[config.mk]
export PLATFORM = sky130hd
export DESIGN_NAME = segregated_free_list_allocator
export DESIGN_NICKNAME = d
export VERILOG_FILES = /design/src/hw/rtl/sfla_pkg.sv /design/src/hw/rtl/sfla_ctrl.sv /design/src/hw/rtl/sfla_dp.sv /design/src/hw/rtl/segregated_free_list_allocator.sv
export SDC_FILE = /design/constraint.sdc
export NUM_CORES = 2
export LEC_CHECK = 0
export BUFFER_PORTS_ARGS = -buffer_cell sky130_fd_sc_hd__buf_2
export CORE_MARGIN = 1
export CORE_UTILIZATION = 40
export CTS_BUF_LIST = sky130_fd_sc_hd__clkbuf_4
export DETAILED_ROUTE_END_ITERATION = 8
export PLACE_DENSITY_LB_ADDON = 0.3
export SLEW_MARGIN = 20
export SYNTH_ARGS = -nofsm -noshare
export SYNTH_HDL_FRONTEND = slang
export SYNTH_SLANG_ARGS = --single-unit
[constraint.sdc]
create_clock -name clk -period 11.2 [get_ports clk]
set_clock_uncertainty 0.1 [all_clocks]
set_input_delay 2.24 -clock clk [delete_from_list [all_inputs] [get_ports clk]]
set_output_delay 2.24 -clock clk [all_outputs]
set_load 0.05 [all_outputs]
[src/hw/rtl/sfla_pkg.sv]
// shared types and constants for the segregated free-list allocator
package sfla_pkg;

  localparam int ADDR_W     = 32;
  localparam int SIZE_W     = 16;
  localparam int TDATA_W    = 48;
  localparam int IN_TUSER_W = 1;
  localparam int STATUS_W   = 2;
  localparam int LOG_W      = 4;
  localparam int BIN_CALC_W = 5;

  localparam logic [SIZE_W-1:0]     BIN0_LIMIT     = 16'd64;
  localparam logic [SIZE_W-1:0]     BIN1_LIMIT     = 16'd256;
  localparam logic [BIN_CALC_W-1:0] BIN_LOG_OFFSET = 5'd6;

  localparam logic OP_PUT   = 1'b0;
  localparam logic OP_MATCH = 1'b1;

  typedef enum logic [STATUS_W-1:0] {
    STATUS_OK        = 2'd0,
    STATUS_TOO_LARGE = 2'd1,
    STATUS_NO_FIT    = 2'd2,
    STATUS_FULL      = 2'd3
  } status_t;

  typedef enum logic [3:0] {
    ST_IDLE,
    ST_DISPATCH,
    ST_PUT_READ,
    ST_PUT_WRITE,
    ST_WALK,
    ST_BIN_LOAD,
    ST_CHECK,
    ST_FREE,
    ST_FINISH
  } state_t;

  typedef struct packed {
    logic    load_in;
    logic    put_read;
    logic    put_write;
    logic    bin_start;
    logic    bin_inc;
    logic    walk_read;
    logic    walk_next;
    logic    unlink;
    logic    free_link;
    logic    out_load;
    status_t out_status;
  } cmd_t;

  typedef struct packed {
    logic too_big;
    logic is_match;
    logic free_avail;
    logic fresh_avail;
    logic cur_none;
    logic budget_zero;
    logic last_bin;
    logic fit;
    logic out_free;
  } dp_stat_t;

endpackage

[src/hw/rtl/sfla_ctrl.sv]
// controller state machine: sequences puts, bin walks and result loads
module sfla_ctrl (
  input  logic              clk,
  input  logic              rst_n,
  input  logic              in_tvalid,
  output logic              in_tready,
  input  sfla_pkg::dp_stat_t stat,
  output sfla_pkg::cmd_t     cmd
);
  import sfla_pkg::*;

  state_t  state_r, state_nxt;
  status_t status_r, status_nxt;

  always_ff @(posedge clk) begin
    if (!rst_n) begin
      state_r  <= ST_IDLE;
      status_r <= STATUS_OK;
    end else begin
      state_r  <= state_nxt;
      status_r <= status_nxt;
    end
  end

  always_comb begin
    state_nxt      = state_r;
    status_nxt     = status_r;
    cmd            = '0;
    cmd.out_status = status_r;
    in_tready      = 1'b0;
    unique case (state_r)
      ST_IDLE: begin
        in_tready = 1'b1;
        if (in_tvalid) begin
          cmd.load_in = 1'b1;
          state_nxt   = ST_DISPATCH;
        end
      end
      ST_DISPATCH: begin
        priority if (stat.too_big) begin
          status_nxt = STATUS_TOO_LARGE;
          state_nxt  = ST_FINISH;
        end else if (stat.is_match) begin
          cmd.bin_start = 1'b1;
          state_nxt     = ST_WALK;
        end else if (stat.free_avail) begin
          cmd.put_read = 1'b1;
          state_nxt    = ST_PUT_READ;
        end else if (stat.fresh_avail) begin
          state_nxt = ST_PUT_WRITE;
        end else begin
          status_nxt = STATUS_FULL;
          state_nxt  = ST_FINISH;
        end
      end
      ST_PUT_READ: begin
        state_nxt = ST_PUT_WRITE;
      end
      ST_PUT_WRITE: begin
        cmd.put_write = 1'b1;
        status_nxt    = STATUS_OK;
        state_nxt     = ST_FINISH;
      end
      ST_WALK: begin
        priority if (stat.budget_zero) begin
          status_nxt = STATUS_NO_FIT;
          state_nxt  = ST_FINISH;
        end else if (stat.cur_none) begin
          if (stat.last_bin) begin
            status_nxt = STATUS_NO_FIT;
            state_nxt  = ST_FINISH;
          end else begin
            cmd.bin_inc = 1'b1;
            state_nxt   = ST_BIN_LOAD;
          end
        end else begin
          cmd.walk_read = 1'b1;
          state_nxt     = ST_CHECK;
        end
      end
      ST_BIN_LOAD: begin
        cmd.bin_start = 1'b1;
        state_nxt     = ST_WALK;
      end
      ST_CHECK: begin
        if (stat.fit) begin
          cmd.unlink = 1'b1;
          state_nxt  = ST_FREE;
        end else begin
          cmd.walk_next = 1'b1;
          state_nxt     = ST_WALK;
        end
      end
      ST_FREE: begin
        cmd.free_link = 1'b1;
        status_nxt    = STATUS_OK;
        state_nxt     = ST_FINISH;
      end
      ST_FINISH: begin
        if (stat.out_free) begin
          cmd.out_load = 1'b1;
          state_nxt    = ST_IDLE;
        end
      end
      default: begin
        state_nxt = ST_IDLE;
      end
    endcase
  end

endmodule

[src/hw/rtl/sfla_dp.sv]
// datapath: block store memories, bin heads, free list, walk registers, result register
module sfla_dp #(
  parameter int NUM_BINS       = 8,
  parameter int MAX_BLOCK_SIZE = 16384,
  parameter int ENTRIES        = 64
) (
  input  logic                            clk,
  input  logic                            rst_n,
  input  logic [sfla_pkg::TDATA_W-1:0]    in_tdata,
  input  logic [sfla_pkg::IN_TUSER_W-1:0] in_tuser,
  input  sfla_pkg::cmd_t                  cmd,
  output sfla_pkg::dp_stat_t              stat,
  output logic                            out_tvalid,
  input  logic                            out_tready,
  output logic [sfla_pkg::TDATA_W-1:0]    out_tdata,
  output logic [sfla_pkg::STATUS_W-1:0]   out_tuser
);
  import sfla_pkg::*;

  localparam int SLOT_W = $clog2(ENTRIES);
  localparam int IDX_W  = $clog2(ENTRIES + 1);
  localparam int BIN_W  = $clog2(NUM_BINS);
  localparam logic [IDX_W-1:0] NONE     = IDX_W'(ENTRIES);
  localparam logic [BIN_W-1:0] LAST_BIN = BIN_W'(NUM_BINS - 1);
  localparam logic [SIZE_W:0]  MAX_SIZE = (SIZE_W + 1)'(MAX_BLOCK_SIZE);

  logic [ADDR_W-1:0] entry_address_r [ENTRIES];
  logic [SIZE_W-1:0] entry_size_r    [ENTRIES];
  logic [IDX_W-1:0]  entry_next_r    [ENTRIES];

  logic [IDX_W-1:0]  bin_head_r [NUM_BINS];
  logic [IDX_W-1:0]  free_head_r;
  logic [IDX_W-1:0]  fresh_r;
  logic              out_valid_r;

  logic              op_r;
  logic [ADDR_W-1:0] req_addr_r;
  logic [SIZE_W-1:0] req_size_r;
  logic [BIN_W-1:0]  bin_r;
  logic              big_r;
  logic [IDX_W-1:0]  cur_r;
  logic [IDX_W-1:0]  prev_r;
  logic [IDX_W-1:0]  budget_r;
  logic [ADDR_W-1:0] found_addr_r;
  logic [SIZE_W-1:0] found_size_r;
  logic [ADDR_W-1:0] rd_addr_r;
  logic [SIZE_W-1:0] rd_size_r;
  logic [IDX_W-1:0]  rd_next_r;
  logic [TDATA_W-1:0]  out_data_r;
  logic [STATUS_W-1:0] out_user_r;

  logic [ADDR_W-1:0]     in_addr;
  logic [SIZE_W-1:0]     in_size;
  logic [LOG_W-1:0]      size_log;
  logic [BIN_CALC_W-1:0] bin_calc;
  logic [BIN_W-1:0]      in_bin;
  logic                  use_free;
  logic [IDX_W-1:0]      put_slot;
  logic                  wr_en;
  logic                  wr_full;
  logic [IDX_W-1:0]      wr_idx;
  logic [IDX_W-1:0]      wr_next;
  logic                  rd_en;
  logic [IDX_W-1:0]      rd_idx;

  assign in_addr = in_tdata[ADDR_W-1:0];
  assign in_size = in_tdata[ADDR_W+SIZE_W-1:ADDR_W];

  // size class of the incoming size
  always_comb begin
    size_log = '0;
    for (int i = 0; i < SIZE_W; i++) begin
      if (in_size[i]) begin
        size_log = LOG_W'(i);
      end
    end
    priority if (in_size < BIN0_LIMIT) begin
      bin_calc = '0;
    end else if (in_size < BIN1_LIMIT) begin
      bin_calc = BIN_CALC_W'(1);
    end else begin
      bin_calc = {1'b0, size_log} - BIN_LOG_OFFSET;
    end
    if (bin_calc > BIN_CALC_W'(NUM_BINS - 1)) begin
      bin_calc = BIN_CALC_W'(NUM_BINS - 1);
    end
    in_bin = bin_calc[BIN_W-1:0];
  end

  assign use_free = (free_head_r != NONE);
  assign put_slot = use_free ? free_head_r : fresh_r;

  // single write port and single read port of the block store
  always_comb begin
    wr_en   = 1'b0;
    wr_full = 1'b0;
    wr_idx  = put_slot;
    wr_next = bin_head_r[bin_r];
    priority if (cmd.put_write) begin
      wr_en   = 1'b1;
      wr_full = 1'b1;
    end else if (cmd.unlink) begin
      wr_en   = (prev_r != NONE);
      wr_idx  = prev_r;
      wr_next = rd_next_r;
    end else if (cmd.free_link) begin
      wr_en   = 1'b1;
      wr_idx  = cur_r;
      wr_next = free_head_r;
    end else begin
      wr_en = 1'b0;
    end
    rd_en  = cmd.put_read | cmd.walk_read;
    rd_idx = cmd.put_read ? free_head_r : cur_r;
  end

  always_ff @(posedge clk) begin
    if (wr_en) begin
      if (wr_full) begin
        entry_address_r[wr_idx[SLOT_W-1:0]] <= req_addr_r;
        entry_size_r[wr_idx[SLOT_W-1:0]]    <= req_size_r;
      end
      entry_next_r[wr_idx[SLOT_W-1:0]] <= wr_next;
    end
    if (rd_en) begin
      rd_addr_r <= entry_address_r[rd_idx[SLOT_W-1:0]];
      rd_size_r <= entry_size_r[rd_idx[SLOT_W-1:0]];
      rd_next_r <= entry_next_r[rd_idx[SLOT_W-1:0]];
    end
  end

  // list heads, free list and result valid
  always_ff @(posedge clk) begin
    if (!rst_n) begin
      for (int b = 0; b < NUM_BINS; b++) begin
        bin_head_r[b] <= NONE;
      end
      free_head_r <= NONE;
      fresh_r     <= '0;
      out_valid_r <= 1'b0;
    end else begin
      if (cmd.put_write) begin
        bin_head_r[bin_r] <= put_slot;
        if (use_free) begin
          free_head_r <= rd_next_r;
        end else begin
          fresh_r <= fresh_r + IDX_W'(1);
        end
      end
      if (cmd.unlink && prev_r == NONE) begin
        bin_head_r[bin_r] <= rd_next_r;
      end
      if (cmd.free_link) begin
        free_head_r <= cur_r;
      end
      if (cmd.out_load) begin
        out_valid_r <= 1'b1;
      end else if (out_tready) begin
        out_valid_r <= 1'b0;
      end
    end
  end

  // request and walk registers
  always_ff @(posedge clk) begin
    if (cmd.load_in) begin
      op_r         <= in_tuser[0];
      req_addr_r   <= in_addr;
      req_size_r   <= in_size;
      bin_r        <= in_bin;
      big_r        <= ({1'b0, in_size} >= MAX_SIZE);
      budget_r     <= NONE;
      found_addr_r <= '0;
      found_size_r <= '0;
    end
    if (cmd.bin_start) begin
      cur_r  <= bin_head_r[bin_r];
      prev_r <= NONE;
    end
    if (cmd.bin_inc) begin
      bin_r <= bin_r + BIN_W'(1);
    end
    if (cmd.walk_read) begin
      budget_r <= budget_r - IDX_W'(1);
    end
    if (cmd.walk_next) begin
      prev_r <= cur_r;
      cur_r  <= rd_next_r;
    end
    if (cmd.unlink) begin
      found_addr_r <= rd_addr_r;
      found_size_r <= rd_size_r;
    end
    if (cmd.out_load) begin
      out_data_r <= {found_size_r, found_addr_r};
      out_user_r <= cmd.out_status;
    end
  end

  always_comb begin
    stat.too_big     = big_r;
    stat.is_match    = (op_r == OP_MATCH);
    stat.free_avail  = use_free;
    stat.fresh_avail = (fresh_r != NONE);
    stat.cur_none    = (cur_r == NONE);
    stat.budget_zero = (budget_r == '0);
    stat.last_bin    = (bin_r == LAST_BIN);
    stat.fit         = (rd_size_r >= req_size_r);
    stat.out_free    = !out_valid_r || out_tready;
  end

  assign out_tvalid = out_valid_r;
  assign out_tdata  = out_data_r;
  assign out_tuser  = out_user_r;

endmodule

[src/hw/rtl/segregated_free_list_allocator.sv]
// top level of the segregated free-list allocator
// throughput: one item at a time, the next beat is taken once the result is loaded;
//   the bin walk reads the block store entries one at a time through one memory port
// reset: synchronous active-low rst_n empties every bin and the free list, no clearing pass
module segregated_free_list_allocator #(
  parameter int NUM_BINS       = 8,
  parameter int MAX_BLOCK_SIZE = 16384,
  parameter int ENTRIES        = 64
) (
  input  logic                            clk,
  input  logic                            rst_n,
  input  logic                            in_tvalid,
  output logic                            in_tready,
  input  logic [sfla_pkg::TDATA_W-1:0]    in_tdata,  // block_address, block_size
  input  logic [sfla_pkg::IN_TUSER_W-1:0] in_tuser,  // operation
  output logic                            out_tvalid,
  input  logic                            out_tready,
  output logic [sfla_pkg::TDATA_W-1:0]    out_tdata, // found_address, found_size
  output logic [sfla_pkg::STATUS_W-1:0]   out_tuser  // status
);
  import sfla_pkg::*;

  cmd_t     cmd;
  dp_stat_t stat;

  sfla_ctrl u_ctrl (
    .clk       (clk),
    .rst_n     (rst_n),
    .in_tvalid (in_tvalid),
    .in_tready (in_tready),
    .stat      (stat),
    .cmd       (cmd)
  );

  sfla_dp #(
    .NUM_BINS       (NUM_BINS),
    .MAX_BLOCK_SIZE (MAX_BLOCK_SIZE),
    .ENTRIES        (ENTRIES)
  ) u_dp (
    .clk        (clk),
    .rst_n      (rst_n),
    .in_tdata   (in_tdata),
    .in_tuser   (in_tuser),
    .cmd        (cmd),
    .stat       (stat),
    .out_tvalid (out_tvalid),
    .out_tready (out_tready),
    .out_tdata  (out_tdata),
    .out_tuser  (out_tuser)
  );

endmodule

==> metrics.txt <==
status finished clean; fin nets 9898; Net Sw Frac 0.235; #FFs+latches synth 3827; Mapped Area 148000 sq um; Tightest Pin Transition 1.26 ns; Seq pwr share 0.563; hold_buf cts 0; most frequent cells after synthesis edfxtp_1, nand2_1, mux2i_1, nand3_1, clkbuf_1; crit start category flop; all-layer global routing usage 0.239; fmax 145 MHz; first-pass GRT wire length 642000 um; total CTS buffers 902; I/O pin count 105; Max Root-Sink Buffers 4; share of cells above drive strength 1 0.179; die area 373000 sq um; Layout area overhead 12.2%; CP max stage cell nor2_4; Vias 90394; max cap viols 0; WL/cell 29.7 um; Tcrit/Tclk final 0.615; die height 610 um; worst hold path type flop to flop; Detailed Route WL 460000 um; Starting Density 0.402; Synth Area per Inst 16.2 sq um; unrepaired setup endpoints after global routing false; Post-Synthesis Cells 9124; Hold Violations, Final 0; Power Density 173 nW/um^2; # setup viols final 0; Peak VDD IR 0.0979 mV; Max H-tree Level 6; Port Buffers 104; post-layout worst setup margin 4.31 ns; combinational share of power 0.051; leak pwr 56.7 nW; Netlist cell types 77; yosys warns 0; GRT Residual Overflow 0; chip width 610 um; # Post-CTS Setup Buffers 0; Worst path top cell family by delay compound AO/OA/AOI/OAI gates; cts repair resizes 0; crit-path max cell delay 0.94 ns; drt pass-1 iters 9; CP Capture Type flop; cell-internal power 21.9 mW; DRC viols 0; latest clock arrival within the worst-skew pair 1.47 ns; Clock power frac 0.386; vias per std cell 5.83; CTS tree done; most instantiated library cell after synthesis edfxtp_1; Place WS 4.41 ns; Initial DRC Count 13443; asr flop ratio synth 0; GP Congestion 0.885; WP buf/inv 4; Clock Tree Root clkbuf_4; Net Count, Synth 9199; sw power 6.74 mW; setup TNS 0 ns; largest net degree at the start of global routing 149; number of synthesized flops with an enable pin 3803; clk slew on worst S/H paths 0.07 ns; crit-path most repeated cell buf_4; Cell Chain, Critical Path buf_4, inv_1, ha_1, a211oi_1, nor2_1, a2111oi_1, o21a_1, o21ai_1, o221ai_1, buf_4, nand3_1, nor2_4, buf_4; Row Count 223; Worst slew margin 0.156; CP required 12.09 ns; total clock sinks 3827; sequential area share after synthesis 0.775; hold slack 0.266 ns; CP max FO 65; cell taking the most area after synthesis edfxtp_1; Tmin final 6.89 ns; vias in the first global route 87085; initial antenna violation count 38; kind of critical path flop to flop; DP HPWL 261000 um; DRT antenna net count 0; Post-synth top flop edfxtp_1; Data arrival, critical path 7.78 ns; Final Max Tran Viols 0; synth top area cells edfxtp_1, mux2i_1, nand2_1; Synth top area share 0.771; core area 369000 sq um
path summary, 6_finish.rpt:
path | endpoint | start | slack, ns | cells past startpoint
worst max-delay path | u_dp.entry_address_r[44][0] | u_dp.req_size_r[13] | 4.31 | 13
worst min-delay path | u_dp.out_tdata[8] | u_dp.found_addr_r[8] | 0.27 | 0
worst max register to register | u_dp.entry_address_r[44][0] | u_dp.req_size_r[13] | 4.31 | 13
worst min register to register | u_dp.out_tdata[8] | u_dp.found_addr_r[8] | 0.27 | 0
metrics by stage:
step	cell area [sq um]	total power, mW	utilization	cells
finish	166000	28.7	0.451	15506
global route	166000	29.6	0.451	15489
CTS	166000	28.8	0.450	15426
detailed placement	155000	17.9	0.420	13866
global placement	154000	17.9	0.419	13857
floorplan	148000	17.2	-	9124
power by group through the flow:
stage / clock [mW] / sequential [mW] / combinational, mW
finish: 11.1 / 16.1 / 1.46
global route: 11.9 / 16.1 / 1.52
CTS: 11.2 / 16.1 / 1.44
detailed placement: 0 / 16.5 / 1.44
global placement: 0 / 16.5 / 1.41
floorplan: 0 / 16.6 / 0.566
logic make-up (layout without fill, tap and decap cells):
family / count (synthesis) / count (layout) / synth area share
multiplexers: 993 / 993 / 0.0686
XOR/XNOR: 9 / 9 / 0.000532
AND/OR/NAND/NOR: 2661 / 2661 / 0.0795
AO/OA/AOI/OAI: 1004 / 1004 / 0.0536
flip-flops: 3827 / 3827 / 0.775
other: 0 / 77 / 0
adder cells (fa/ha/maj): 22 / 22 / 0.00186
buffers and inverters: 608 / 1963 / 0.0214
worst reg2reg max path, stage by stage (launching register included):
cell	delay (ns)
edfxtp_1	0.32
buf_4	0.56
inv_1	0.13
ha_1	0.37
a211oi_1	0.45
nor2_1	0.15
a2111oi_1	0.69
o21a_1	0.36
o21ai_1	0.31
o221ai_1	0.32
buf_4	0.25
nand3_1	0.73
nor2_4	0.95
buf_4	0.69
layout by cell type (no fill, tap or decap), types with 61 or more instances in the layout:
cell / synthesis / layout
a222oi_1: 274 / 274
a31oi_1: 246 / 240
a32oi_1: 135 / 135
and3_1: 225 / 224
buf_2: 125 / 106
buf_4: 79 / 227
clkbuf_4: 0 / 1292
clkinv_1: 1 / 200
diode_2: 0 / 77
edfxtp_1: 3803 / 3803
mux2i_1: 960 / 960
nand2_1: 1450 / 1440
nand3_1: 509 / 509
nand4_1: 131 / 131
nor2_1: 258 / 197
nor2_4: 0 / 61
o22ai_1: 72 / 72
layer usage:
layer,GRT usage,part of all wire,vias up
met2,0.370,0.46,5704
met4,0.0890,0.036,18
met5,0,0.00030,-
met1,0.329,0.39,45924
met3,0.0562,0.11,770
li1,-,-,37978
final cells by class:
type | instances | area, sq um
antenna | 77 | 193
clock buffer | 1292 | 9700
clock inverter | 268 | 1500
fill | 32191 | 202000
inverter | 41 | 155
multi-input combinational | 4689 | 30900
sequential | 3827 | 115000
tap | 4950 | 6190
timing repair buffer | 362 | 2820
flip-flops by register name (all words and copies together) (netlist names), 16 cells and up, named ones only:
register              cells
u_dp.entry_address_r   2048
u_dp.entry_size_r      1024
u_dp.entry_next_r       448
u_dp.bin_head_r          56
u_dp.out_tdata           48
u_dp.found_addr_r        32
u_dp.rd_addr_r           32
u_dp.req_addr_r          32
u_dp.found_size_r        16
u_dp.rd_size_r           16
u_dp.req_size_r          16
(Power assumes the default switching activity.)
